===== config.mk =====
export PLATFORM = sky130hd
export DESIGN_NAME = integer_to_radix_ascii_flat
export DESIGN_NICKNAME = d
export VERILOG_FILES = /design/src/rtl/itra_pkg.sv /design/src/rtl/itra_if.sv /design/src/rtl/itra_front.sv /design/src/rtl/itra_queue.sv /design/src/rtl/itra_back.sv /design/src/rtl/integer_to_radix_ascii.sv /design/src/flat_wrapper.sv
export SDC_FILE = /design/constraint.sdc
export NUM_CORES = 1
export LEC_CHECK = 0
export ABC_AREA = 0
export BUFFER_PORTS_ARGS = -buffer_cell sky130_fd_sc_hd__buf_2
export CAP_MARGIN = 15
export CORE_MARGIN = 5
export CORE_UTILIZATION = 24
export CTS_CLUSTER_SIZE = 16
export DETAILED_ROUTE_END_ITERATION = 16
export MAX_ROUTING_LAYER = met4
export PLACE_DENSITY = 0.34
export SLEW_MARGIN = 0
export SYNTH_ARGS = -nofsm -noshare
export SYNTH_HDL_FRONTEND = slang
export SYNTH_SLANG_ARGS = --single-unit

===== constraint.sdc =====
create_clock -name clk_i -period 7.99 [get_ports clk_i]
set_input_delay 1.1985 -clock clk_i [delete_from_list [all_inputs] [get_ports clk_i]]
set_output_delay 1.1985 -clock clk_i [all_outputs]
set_load 0.1 [all_outputs]

===== src/rtl/itra_pkg.sv =====
package itra_pkg;

  localparam int unsigned VALUE_W     = 64;
  localparam int unsigned RADIX_W     = 6;
  localparam int unsigned CHAR_W      = 7;
  localparam int unsigned COUNT_W     = 7;
  localparam int unsigned DIGIT_DEPTH = 64;
  localparam int unsigned DIGIT_IDX_W = 6;
  localparam int unsigned BIT_IDX_W   = 6;
  localparam int unsigned QUEUE_DEPTH = 2;

  localparam logic [RADIX_W-1:0] RADIX_MIN = 6'd2;
  localparam logic [RADIX_W-1:0] RADIX_MAX = 6'd36;
  localparam logic [RADIX_W-1:0] DIGIT_TEN = 6'd10;

  localparam logic [CHAR_W-1:0] CHAR_MINUS   = 7'h2d;
  localparam logic [CHAR_W-1:0] CHAR_ZERO    = 7'h30;
  localparam logic [CHAR_W-1:0] CHAR_LOWER_A = 7'h61;
  localparam logic [CHAR_W-1:0] CASE_OFFSET  = 7'd32;

  // One classified number waiting for conversion.
  typedef struct packed {
    logic [VALUE_W-1:0] mag;
    logic               negative;
    logic [RADIX_W-1:0] radix;
    logic               upper;
  } job_t;

  function automatic logic [CHAR_W-1:0] digit_char(input logic [RADIX_W-1:0] d,
                                                    input logic upper);
    logic [RADIX_W-1:0] off;
    off = d - DIGIT_TEN;
    if (d < DIGIT_TEN) begin
      return CHAR_ZERO + {1'b0, d};
    end
    return CHAR_LOWER_A - (upper ? CASE_OFFSET : 7'd0) + {1'b0, off};
  endfunction

endpackage


===== src/rtl/itra_if.sv =====
interface itra_in_if import itra_pkg::*; ();
  logic               valid;
  logic               ready;
  logic [VALUE_W-1:0] value;
  logic               is_signed;
  logic [RADIX_W-1:0] radix;
  logic               upper_case;

  modport source (output valid, value, is_signed, radix, upper_case, input ready);
  modport sink   (input valid, value, is_signed, radix, upper_case, output ready);
endinterface

interface itra_out_if import itra_pkg::*; ();
  logic               valid;
  logic               ready;
  logic [CHAR_W-1:0]  character;
  logic               last;
  logic [COUNT_W-1:0] char_count;

  modport source (output valid, character, last, char_count, input ready);
  modport sink   (input valid, character, last, char_count, output ready);
endinterface


===== src/rtl/itra_front.sv =====
module itra_front import itra_pkg::*; (
  itra_in_if.sink in_i,
  output logic    push_valid_o,
  output job_t    push_job_o,
  input  logic    push_ready_i
);

  logic [31:0] low;

  assign low          = in_i.value[31:0];
  assign in_i.ready   = push_ready_i;
  assign push_valid_o = in_i.valid;

  always_comb begin
    push_job_o = '0;
    if (in_i.radix < RADIX_MIN) begin
      push_job_o.radix = RADIX_MIN;
    end else if (in_i.radix > RADIX_MAX) begin
      push_job_o.radix = RADIX_MAX;
    end else begin
      push_job_o.radix = in_i.radix;
    end
    push_job_o.upper = in_i.upper_case;
    if (in_i.is_signed) begin
      // The negation of the most negative word is that word again, which is
      // exactly the magnitude wanted when read as unsigned.
      push_job_o.negative = low[31];
      push_job_o.mag      = low[31] ? {32'd0, ~low + 32'd1} : {32'd0, low};
    end else begin
      push_job_o.negative = 1'b0;
      push_job_o.mag      = in_i.value;
    end
  end

endmodule


===== src/rtl/itra_queue.sv =====
module itra_queue import itra_pkg::*; #(
  parameter int unsigned Depth = QUEUE_DEPTH
) (
  input  logic clk_i,
  input  logic rst_ni,
  input  logic push_valid_i,
  input  job_t push_job_i,
  output logic push_ready_o,
  output logic pop_valid_o,
  output job_t pop_job_o,
  input  logic pop_ready_i
);

  localparam int unsigned PtrW = (Depth > 1) ? $clog2(Depth) : 1;
  localparam int unsigned CntW = $clog2(Depth + 1);

  job_t            store_q [Depth];
  logic [PtrW-1:0] wr_ptr_q, wr_ptr_d, rd_ptr_q, rd_ptr_d;
  logic [CntW-1:0] cnt_q, cnt_d;
  logic            push, pop;

  assign push_ready_o = (cnt_q != CntW'(Depth));
  assign pop_valid_o  = (cnt_q != '0);
  assign pop_job_o    = store_q[rd_ptr_q];
  assign push         = push_valid_i && push_ready_o;
  assign pop          = pop_valid_o && pop_ready_i;

  always_comb begin
    wr_ptr_d = wr_ptr_q;
    rd_ptr_d = rd_ptr_q;
    cnt_d    = cnt_q;
    if (push) begin
      wr_ptr_d = (wr_ptr_q == PtrW'(Depth - 1)) ? '0 : wr_ptr_q + PtrW'(1);
    end
    if (pop) begin
      rd_ptr_d = (rd_ptr_q == PtrW'(Depth - 1)) ? '0 : rd_ptr_q + PtrW'(1);
    end
    if (push && !pop) begin
      cnt_d = cnt_q + CntW'(1);
    end else if (pop && !push) begin
      cnt_d = cnt_q - CntW'(1);
    end
  end

  always_ff @(posedge clk_i or negedge rst_ni) begin
    if (!rst_ni) begin
      wr_ptr_q <= '0;
      rd_ptr_q <= '0;
      cnt_q    <= '0;
    end else begin
      wr_ptr_q <= wr_ptr_d;
      rd_ptr_q <= rd_ptr_d;
      cnt_q    <= cnt_d;
    end
  end

  always_ff @(posedge clk_i) begin
    if (push) begin
      store_q[wr_ptr_q] <= push_job_i;
    end
  end

endmodule


===== src/rtl/itra_back.sv =====
module itra_back import itra_pkg::*; (
  input  logic clk_i,
  input  logic rst_ni,
  input  logic pop_valid_i,
  input  job_t pop_job_i,
  output logic pop_ready_o,
  itra_out_if.source out_o
);

  typedef enum logic [2:0] {
    S_IDLE,
    S_DIV,
    S_SIGN,
    S_RD,
    S_LOAD
  } state_e;

  localparam logic [BIT_IDX_W-1:0] BitLast   = BIT_IDX_W'(VALUE_W - 1);
  localparam logic [COUNT_W-1:0]   DigitLast = COUNT_W'(DIGIT_DEPTH - 1);

  state_e               state_q;
  logic [VALUE_W-1:0]   quo_q;
  logic [RADIX_W-1:0]   rem_q;
  logic [RADIX_W-1:0]   radix_q;
  logic                 upper_q;
  logic                 neg_q;
  logic [BIT_IDX_W-1:0] bit_q;
  logic [COUNT_W-1:0]   nd_q;
  logic [DIGIT_IDX_W-1:0] ridx_q;
  logic [COUNT_W-1:0]   cnt_q;
  logic                 ov_q;
  logic [CHAR_W-1:0]    char_q;
  logic                 last_q;
  logic [COUNT_W-1:0]   count_q;

  logic [RADIX_W-1:0]   digit_mem [DIGIT_DEPTH];
  logic [RADIX_W-1:0]   rd_data_q;

  logic [RADIX_W:0]     trial;
  logic                 ge;
  logic [RADIX_W-1:0]   rem_next;
  logic [VALUE_W-1:0]   quo_next;
  logic                 slot_free;
  logic                 char_emit;
  logic                 mem_we;

  assign out_o.valid      = ov_q;
  assign out_o.character  = char_q;
  assign out_o.last       = last_q;
  assign out_o.char_count = count_q;
  assign pop_ready_o      = (state_q == S_IDLE);
  assign slot_free        = !ov_q || out_o.ready;
  assign char_emit        = slot_free && ((state_q == S_SIGN) || (state_q == S_LOAD));

  // One restoring step: bring down the next dividend bit and try the radix.
  assign trial    = {rem_q, quo_q[VALUE_W-1]};
  assign ge       = (trial >= {1'b0, radix_q});
  assign rem_next = ge ? RADIX_W'(trial - {1'b0, radix_q}) : RADIX_W'(trial);
  assign quo_next = {quo_q[VALUE_W-2:0], ge};
  assign mem_we   = (state_q == S_DIV) && (bit_q == BitLast);

  always_ff @(posedge clk_i) begin
    if (mem_we) begin
      digit_mem[nd_q[DIGIT_IDX_W-1:0]] <= rem_next;
    end
    rd_data_q <= digit_mem[ridx_q];
  end

  always_ff @(posedge clk_i or negedge rst_ni) begin
    if (!rst_ni) begin
      state_q <= S_IDLE;
      quo_q   <= '0;
      rem_q   <= '0;
      radix_q <= RADIX_MIN;
      upper_q <= 1'b0;
      neg_q   <= 1'b0;
      bit_q   <= '0;
      nd_q    <= '0;
      ridx_q  <= '0;
      cnt_q   <= '0;
      ov_q    <= 1'b0;
      char_q  <= '0;
      last_q  <= 1'b0;
      count_q <= '0;
    end else begin
      if (out_o.ready && !char_emit) begin
        ov_q <= 1'b0;
      end
      case (state_q)
        S_IDLE: begin
          if (pop_valid_i) begin
            quo_q   <= pop_job_i.mag;
            rem_q   <= '0;
            radix_q <= pop_job_i.radix;
            upper_q <= pop_job_i.upper;
            neg_q   <= pop_job_i.negative;
            bit_q   <= '0;
            nd_q    <= '0;
            cnt_q   <= '0;
            state_q <= S_DIV;
          end
        end
        S_DIV: begin
          if (bit_q == BitLast) begin
            // A digit is complete; the quotient becomes the next dividend.
            nd_q  <= nd_q + COUNT_W'(1);
            quo_q <= quo_next;
            rem_q <= '0;
            bit_q <= '0;
            if (quo_next == '0 || nd_q == DigitLast) begin
              ridx_q  <= nd_q[DIGIT_IDX_W-1:0];
              state_q <= neg_q ? S_SIGN : S_RD;
            end
          end else begin
            quo_q <= quo_next;
            rem_q <= rem_next;
            bit_q <= bit_q + BIT_IDX_W'(1);
          end
        end
        S_SIGN: begin
          if (slot_free) begin
            ov_q    <= 1'b1;
            char_q  <= CHAR_MINUS;
            last_q  <= 1'b0;
            count_q <= cnt_q + COUNT_W'(1);
            cnt_q   <= cnt_q + COUNT_W'(1);
            state_q <= S_RD;
          end
        end
        S_RD: begin
          state_q <= S_LOAD;
        end
        S_LOAD: begin
          if (slot_free) begin
            ov_q    <= 1'b1;
            char_q  <= digit_char(rd_data_q, upper_q);
            last_q  <= (ridx_q == '0);
            count_q <= cnt_q + COUNT_W'(1);
            cnt_q   <= cnt_q + COUNT_W'(1);
            if (ridx_q == '0) begin
              state_q <= S_IDLE;
            end else begin
              ridx_q  <= ridx_q - DIGIT_IDX_W'(1);
              state_q <= S_RD;
            end
          end
        end
        default: begin
          state_q <= S_IDLE;
        end
      endcase
    end
  end

endmodule


===== src/rtl/integer_to_radix_ascii.sv =====
// Prints one number per input word as ASCII characters, one output word per
// character, most significant digit first, with a leading minus sign for a
// negative signed value. The front end classifies each word at once and
// parks it in a small queue, so a new number is taken while the previous one
// is still being converted. Conversion uses a bit-serial restoring divider
// that produces the digits least significant first, then reads them back
// from a 64-entry store, most significant first, one character at a time.
module integer_to_radix_ascii import itra_pkg::*; #(
  parameter int unsigned QueueDepth = QUEUE_DEPTH
) (
  input  logic        clk_i,
  input  logic        rst_ni,
  itra_in_if.sink     in_i,
  itra_out_if.source  out_o
);

  logic push_valid, push_ready, pop_valid, pop_ready;
  job_t push_job, pop_job;

  itra_front u_front (
    .in_i         (in_i),
    .push_valid_o (push_valid),
    .push_job_o   (push_job),
    .push_ready_i (push_ready)
  );

  itra_queue #(
    .Depth (QueueDepth)
  ) u_queue (
    .clk_i        (clk_i),
    .rst_ni       (rst_ni),
    .push_valid_i (push_valid),
    .push_job_i   (push_job),
    .push_ready_o (push_ready),
    .pop_valid_o  (pop_valid),
    .pop_job_o    (pop_job),
    .pop_ready_i  (pop_ready)
  );

  itra_back u_back (
    .clk_i       (clk_i),
    .rst_ni      (rst_ni),
    .pop_valid_i (pop_valid),
    .pop_job_i   (pop_job),
    .pop_ready_o (pop_ready),
    .out_o       (out_o)
  );

endmodule


===== src/flat_wrapper.sv =====
// flat-port wrapper written by rule: the top's interface ports become plain ports
module integer_to_radix_ascii_flat import itra_pkg::*;
#(
  parameter int unsigned QueueDepth = QUEUE_DEPTH
)
  (clk_i, rst_ni, in_i_valid, in_i_value, in_i_is_signed, in_i_radix, in_i_upper_case, in_i_ready, out_o_valid, out_o_character, out_o_last, out_o_char_count, out_o_ready);
  itra_in_if in_i_i ();
  itra_out_if out_o_i ();
  input  logic clk_i;
  input  logic rst_ni;
  input wire logic [$bits(in_i_i.valid)-1:0] in_i_valid;
  input wire logic [$bits(in_i_i.value)-1:0] in_i_value;
  input wire logic [$bits(in_i_i.is_signed)-1:0] in_i_is_signed;
  input wire logic [$bits(in_i_i.radix)-1:0] in_i_radix;
  input wire logic [$bits(in_i_i.upper_case)-1:0] in_i_upper_case;
  output wire logic [$bits(in_i_i.ready)-1:0] in_i_ready;
  output wire logic [$bits(out_o_i.valid)-1:0] out_o_valid;
  output wire logic [$bits(out_o_i.character)-1:0] out_o_character;
  output wire logic [$bits(out_o_i.last)-1:0] out_o_last;
  output wire logic [$bits(out_o_i.char_count)-1:0] out_o_char_count;
  input wire logic [$bits(out_o_i.ready)-1:0] out_o_ready;
  assign in_i_i.valid = in_i_valid;
  assign in_i_i.value = in_i_value;
  assign in_i_i.is_signed = in_i_is_signed;
  assign in_i_i.radix = in_i_radix;
  assign in_i_i.upper_case = in_i_upper_case;
  assign in_i_ready = in_i_i.ready;
  assign out_o_valid = out_o_i.valid;
  assign out_o_character = out_o_i.character;
  assign out_o_last = out_o_i.last;
  assign out_o_char_count = out_o_i.char_count;
  assign out_o_i.ready = out_o_ready;
  integer_to_radix_ascii #(.QueueDepth(QueueDepth)) u_core (.clk_i(clk_i), .rst_ni(rst_ni), .in_i(in_i_i), .out_o(out_o_i));
endmodule

### Word-level counts from Yosys, hierarchy flattened

Memories as Yosys holds them, arrays and structs flattened. A register that Yosys moved wholly into a read port is not among the register bits.
Index checks and enable logic that the tools add are counted.

* flip-flop bits (word level): 127
* bits in writable memories: 528
* word-level logic and storage cells: 137
* memories: 2

* add/sub/neg operators: 14
* $lt $le $gt $ge: 4
* equality and inequality tests: 14
* multiplexer cells: 53
* bitwise gates (word level): 1
* reduce and logical (&&, ||, !) cells: 32

Memory list
* u_core.u_back.digit_mem: words 64, bits a word 6, read ports 1, clocked after Yosys merged registers in 1, wr ports 1, line itra_back.sv:36 `logic [RADIX_W-1:0] digit_mem [DIGIT_DEPTH];`
* u_core.u_queue.store_q: words 2, bits a word 72, read ports 1, clocked after Yosys merged registers in 0, wr ports 1, line itra_queue.sv:17 `job_t store_q [Depth];`

Operator list (count)
* one-hot mux 64 bit (2 select lines): 1
* two-way mux 6 bit: 11
* two-way mux 65 bit: 1
* zero test 64 bit: 1
* two-way mux 64 bit: 1
* two-way mux 7 bit: 7
* one-hot mux 7 bit (2 select lines): 3
* one-hot mux 6 bit (2 select lines): 3
* adder 32 x 1 -> 32 bit, second input constant: 1
* two-way mux 32 bit: 1
* NOT 32 bit: 1
* two-way mux 1 bit: 15
* two-way mux 3 bit: 5
* one-hot mux 3 bit (5 select lines): 1
* adder 7 x 1 -> 7 bit, second input constant: 2
* nonzero test 2 bit: 6
* inequality test 2 bit, second input constant: 5
* AND reduction 5 bit: 2
* AND reduction 3 bit: 3
* adder 6 x 6 -> 7 bit, first input constant: 1
* adder 7 x 6 -> 7 bit: 1
* equality test 7 x 6 -> 1 bit, second input constant: 1
* >= comparator 7 x 6 -> 1 bit: 1
* logical AND 1 bit: 7
* other kinds (24): 37

### Longest topological paths before layout

* depth after elaboration: 8
* depth in mapped cells: 11

### Modules after synthesis

From an unflattened synthesis, not the netlist that was laid out.

* cells, all modules: 1872
* area, all modules: 28165.8 um2

By module, submodules not included
* itra_back: times used 1, cells an instance 1474, area an instance 21371.7 um2, seq. area each 14730.4 um2
* itra_queue: times used 1, cells an instance 242, area an instance 5739.3 um2, seq. area each 4424.2 um2
* itra_front: times used 1, cells an instance 156, area an instance 1054.8 um2, seq. area each 0.0 um2

### Least setup slack after synthesis

Ideal clock, no wire load.

* path type: register to register
* from: reg u_core.u_queue.cnt_q[0]
* to: mem u_core.u_queue.store_q[0][0] in the netlist's numbering, enable pin
* library setup time: 0.503 ns
* arrival time: 4.522 ns
* slack: 2.965 ns
* cell stages (with the launch flop): 4
* path buffers: 0
* period minus slack after synthesis: 5.025 ns
* cells stage by stage: dfrtp_1 > nand2b_1 > nand2_1 > nor2_1

* longest elaborated chain between the ends: 4

Ends and longest elaborated chain
* start, declared: line itra_queue.sv:19 `logic [CntW-1:0] cnt_q, cnt_d;`
* start signal, assigned: line itra_queue.sv:53 `cnt_q <= cnt_d;`
* inequality test 2 bit: line itra_queue.sv:22 `assign push_ready_o = (cnt_q != CntW'(Depth));`
* net in_i_ready: line flat_wrapper.sv:16 `output wire logic [$bits(in_i_i.ready)-1:0] in_i_ready;`
* logical AND 1 bit: line itra_queue.sv:25 `assign push = push_valid_i && push_ready_o;`
* two-way mux 1 bit: line itra_queue.sv:58 `if (push) begin`
* two-way mux 1 bit (implied by the code): line itra_queue.sv:59 `store_q[wr_ptr_q] <= push_job_i;`
* end, declared: line itra_queue.sv:17

The timed path passes the listed nets, and every way through them passes these cells.

==> results.toml <==
[status]
status = "completed"

[finish]
n_fill_cell = 11300
layout_common_cells = "528 x edfxtp_1, 133 x nand2_1, 123 x dfrtp_1"
layout_commonest_cell = "edfxtp_1"
diodes = 0
syn_to_final_growth_pct = 17.8
stdcell_area_mm2 = 0.0320
stdcell_count = 3342
multi_input_area_mm2 = 0.00766
regArea_mm2 = 0.0192
layout.nets = 1875
drive_above_1_share_pct = 22.3

[critical_path]
arrival_ns = 4.04
path_cells = "buf_4, mux4_2, a22o_1, a221oi_1, o221ai_1"
cp_max_fo = 40
critical_path.top_delay_family = "compound AO/OA/AOI/OAI gates"
critical_path_class = "reg -> reg"
crit_buf_inv = 1
critPathCaptureType = "register"
crit_path_max_incr_delay_ns = 0.97
cpMaxStageDelayCell = "dfrtp_4"
cp.required_ns = 8.46
cp-start-kind = "register"

[timing]
slew_headroom_pct = 30.2
clock.fmax_ghz = 0.280
fin_crit_ns = 3.57
skew_ns = 0.0236
hold_viol_final = 0
layout_setup_ws_ns = 4.42
fin_setup_tns_ns = 0
setup_viol = 0
grt_setup_unrepaired = "no"
fin_crit_sh_pct = 44.7
maxSlewViolCount = 0
worst_pin_slew_ns = 1.05

[placed_design]
io_buffers = 92
dp.cells = 3197
post_dp_cell_area_mm2 = 0.0295
gp_congestion = 0.718
dp_hpwl_um = 43100
pre_cts_ws_ns = 4.22

[synth]
synth_edf_count = 528
synthCells = 1677
async_flop_share_pct = 19.2
yosysUniqueCellTypes = 61
synth_ff_type = "edfxtp_1"
yosys-top-cells-area = "edfxtp_1 58%, dfrtp_1 12%, mux4_2 8.0%"
synth.net_count = 1775
yosys_warnings = 0
synth_seq_area_share_pct = 70.5
synth_top_area_share_pct = 58.3
syn_area_mm2 = 0.0272
ys_ff_latch = 661
syn_area_per_cell_um2 = 16.2
yosysTopAreaCell = "edfxtp_1"

[power]
p_total_w = 0.0100
ir_drop_mv = 0.245
power_density_mw_per_mm2 = 313
p_leak_nw = 10.9

[clock_network]
clk_path_buf_depth = 3
h-tree-depth = 3
cts_setup_buffers = 0
cts_tree = "done"
cts-resized-gates = 0
clock-sinks = 661
ctsRootBufferMaster = "clkbuf_16"
ctsHoldBuffers = 0
cts_buffers = 78
insertion_delay_ns = 0.62
clk_pin_slew_ns = 0.06

[floorplanning]
rows = 123
die_h_um = 346
chipWidth_um = 346
core_area_mm2 = 0.112
dieArea_mm2 = 0.120
start_util_pct = 24.2
ios = 93

[route]
drt_wl_total_um = 70400
firstDrtPassIters = 5
viasPerCell = 4.46
vias = 14900
routedWlPerCell_um = 21.1
drc = 0
ant_nets = 0
drtIter0Drc = 888

[global_routing]
overflow = 0
grt_pass1_wl_um = 106000
grt_antenna_before_repair = 1
grt_start_max_net_pins = 76
grt_pass1_vias = 16000
grt_use_total_pct = 11.9

[hold_path]
hp-class = "reg -> reg"

[job]
drv_cap = 0
## registers in the layout (all words and copies together) (netlist names), 2 cells and up
signal                          flops
u_core.u_back.digit_mem           384
u_core.u_queue.store_q            144
u_core.u_back.quo_q                64
u_core.u_back.cnt_q                 7
u_core.u_back.nd_q                  7
u_core.u_back.out_o.char_count      7
u_core.u_back.out_o.character       7
u_core.u_back.bit_q                 6
u_core.u_back.radix_q               6
u_core.u_back.rd_data_q             6
u_core.u_back.rem_q                 6
u_core.u_back.ridx_q                6
u_core.u_back.state_q               3
u_core.u_queue.cnt_q                2
## power breakdown
part | internal (W) | switching (W) | total (W)
registers | 0.00476 | 0.000184 | 0.00495
clock network | 0.00208 | 0.00144 | 0.00353
logic | 0.000408 | 0.00114 | 0.00154
## logic make-up (layout without fill, tap and decap cells)
logic type	Yosys count	in the layout	synth area share, %
AO/OA/AOI/OAI	260	260	7.60
multiplexers	171	171	10.7
AND/OR/NAND/NOR	383	383	6.57
buffers and inverters	122	287	1.70
flip-flops	661	661	70.5
XOR/XNOR	57	57	1.84
adder cells (fa/ha/maj)	23	23	1.08
## per-stage QoR
stage          util [%]  hold WS [ns]
5_1_grt            28.4         0.503
6_report           28.4         0.474
3_5_place_dp       26.2         0.465
4_1_cts            28.4         0.479
3_3_place_gp       26.2         0.463
2_1_floorplan         -         0.450
## synth_stat cells, types with 26 or more instances
master    number
a21oi_1       29
a22oi_1       31
clkbuf_1      75
dfrtp_1      126
edfxtp_1     528
inv_1         26
mux2i_1       74
mux4_2        96
nand2_1      134
nor2_1       114
nor2b_1       41
o21ai_0       55
o221a_2       57
xnor2_1       36
## final timing paths
kind | slack [ns] | startpoint | endpoint | cells past startpoint
max in group asynchronous | 6.09 | rst_ni | u_core.u_back.quo_q[12]$_DFFE_PN0P_ | 2
min | 0.47 | u_core.u_back.out_o.char_count[1]$_DFFE_PN0P_ | u_core.u_back.out_o.char_count[1]$_DFFE_PN0P_ | 2
max | 4.42 | u_core.u_back.ridx_q[0]$_DFFE_PN0P_ | u_core.u_back.rd_data_q[4]$_DFF_P_ | 5
min reg2reg | 0.47 | u_core.u_back.out_o.char_count[1]$_DFFE_PN0P_ | u_core.u_back.out_o.char_count[1]$_DFFE_PN0P_ | 2
max reg2reg | 4.42 | u_core.u_back.ridx_q[0]$_DFFE_PN0P_ | u_core.u_back.rd_data_q[4]$_DFF_P_ | 5
min in group asynchronous | 0.62 | rst_ni | u_core.u_back.out_o.character[5]$_DFFE_PN0P_ | 1
## worst register-to-register path, delay by kind of cell (launching register included)
family	cells	cell delay (ns)
compound gates	3	1.11
buf+inv	1	0.72
flops	1	0.97
mux	1	0.62
## final cells by class
type                       instances  share of cell area [%]
clock buffer                     112                    6.85
clock inverter                    33                    1.09
inverter                          27                   0.317
multi-input combinational        894                    24.0
sequential                       661                    59.9
tap                             1500                    5.86
timing repair buffer             115                    2.04
## per-layer routing
layer / track usage, % / vias up / wire, µm
met3: 1.81 / 104 / 2320
met1: 16.0 / 7710 / 32700
met2: 19.0 / 296 / 33600
met4: 3.40 / 0 / 1690
li1: - / 6798 / -
met5: - / - / 0
Note: power is estimated with default switching activity, not from simulation.
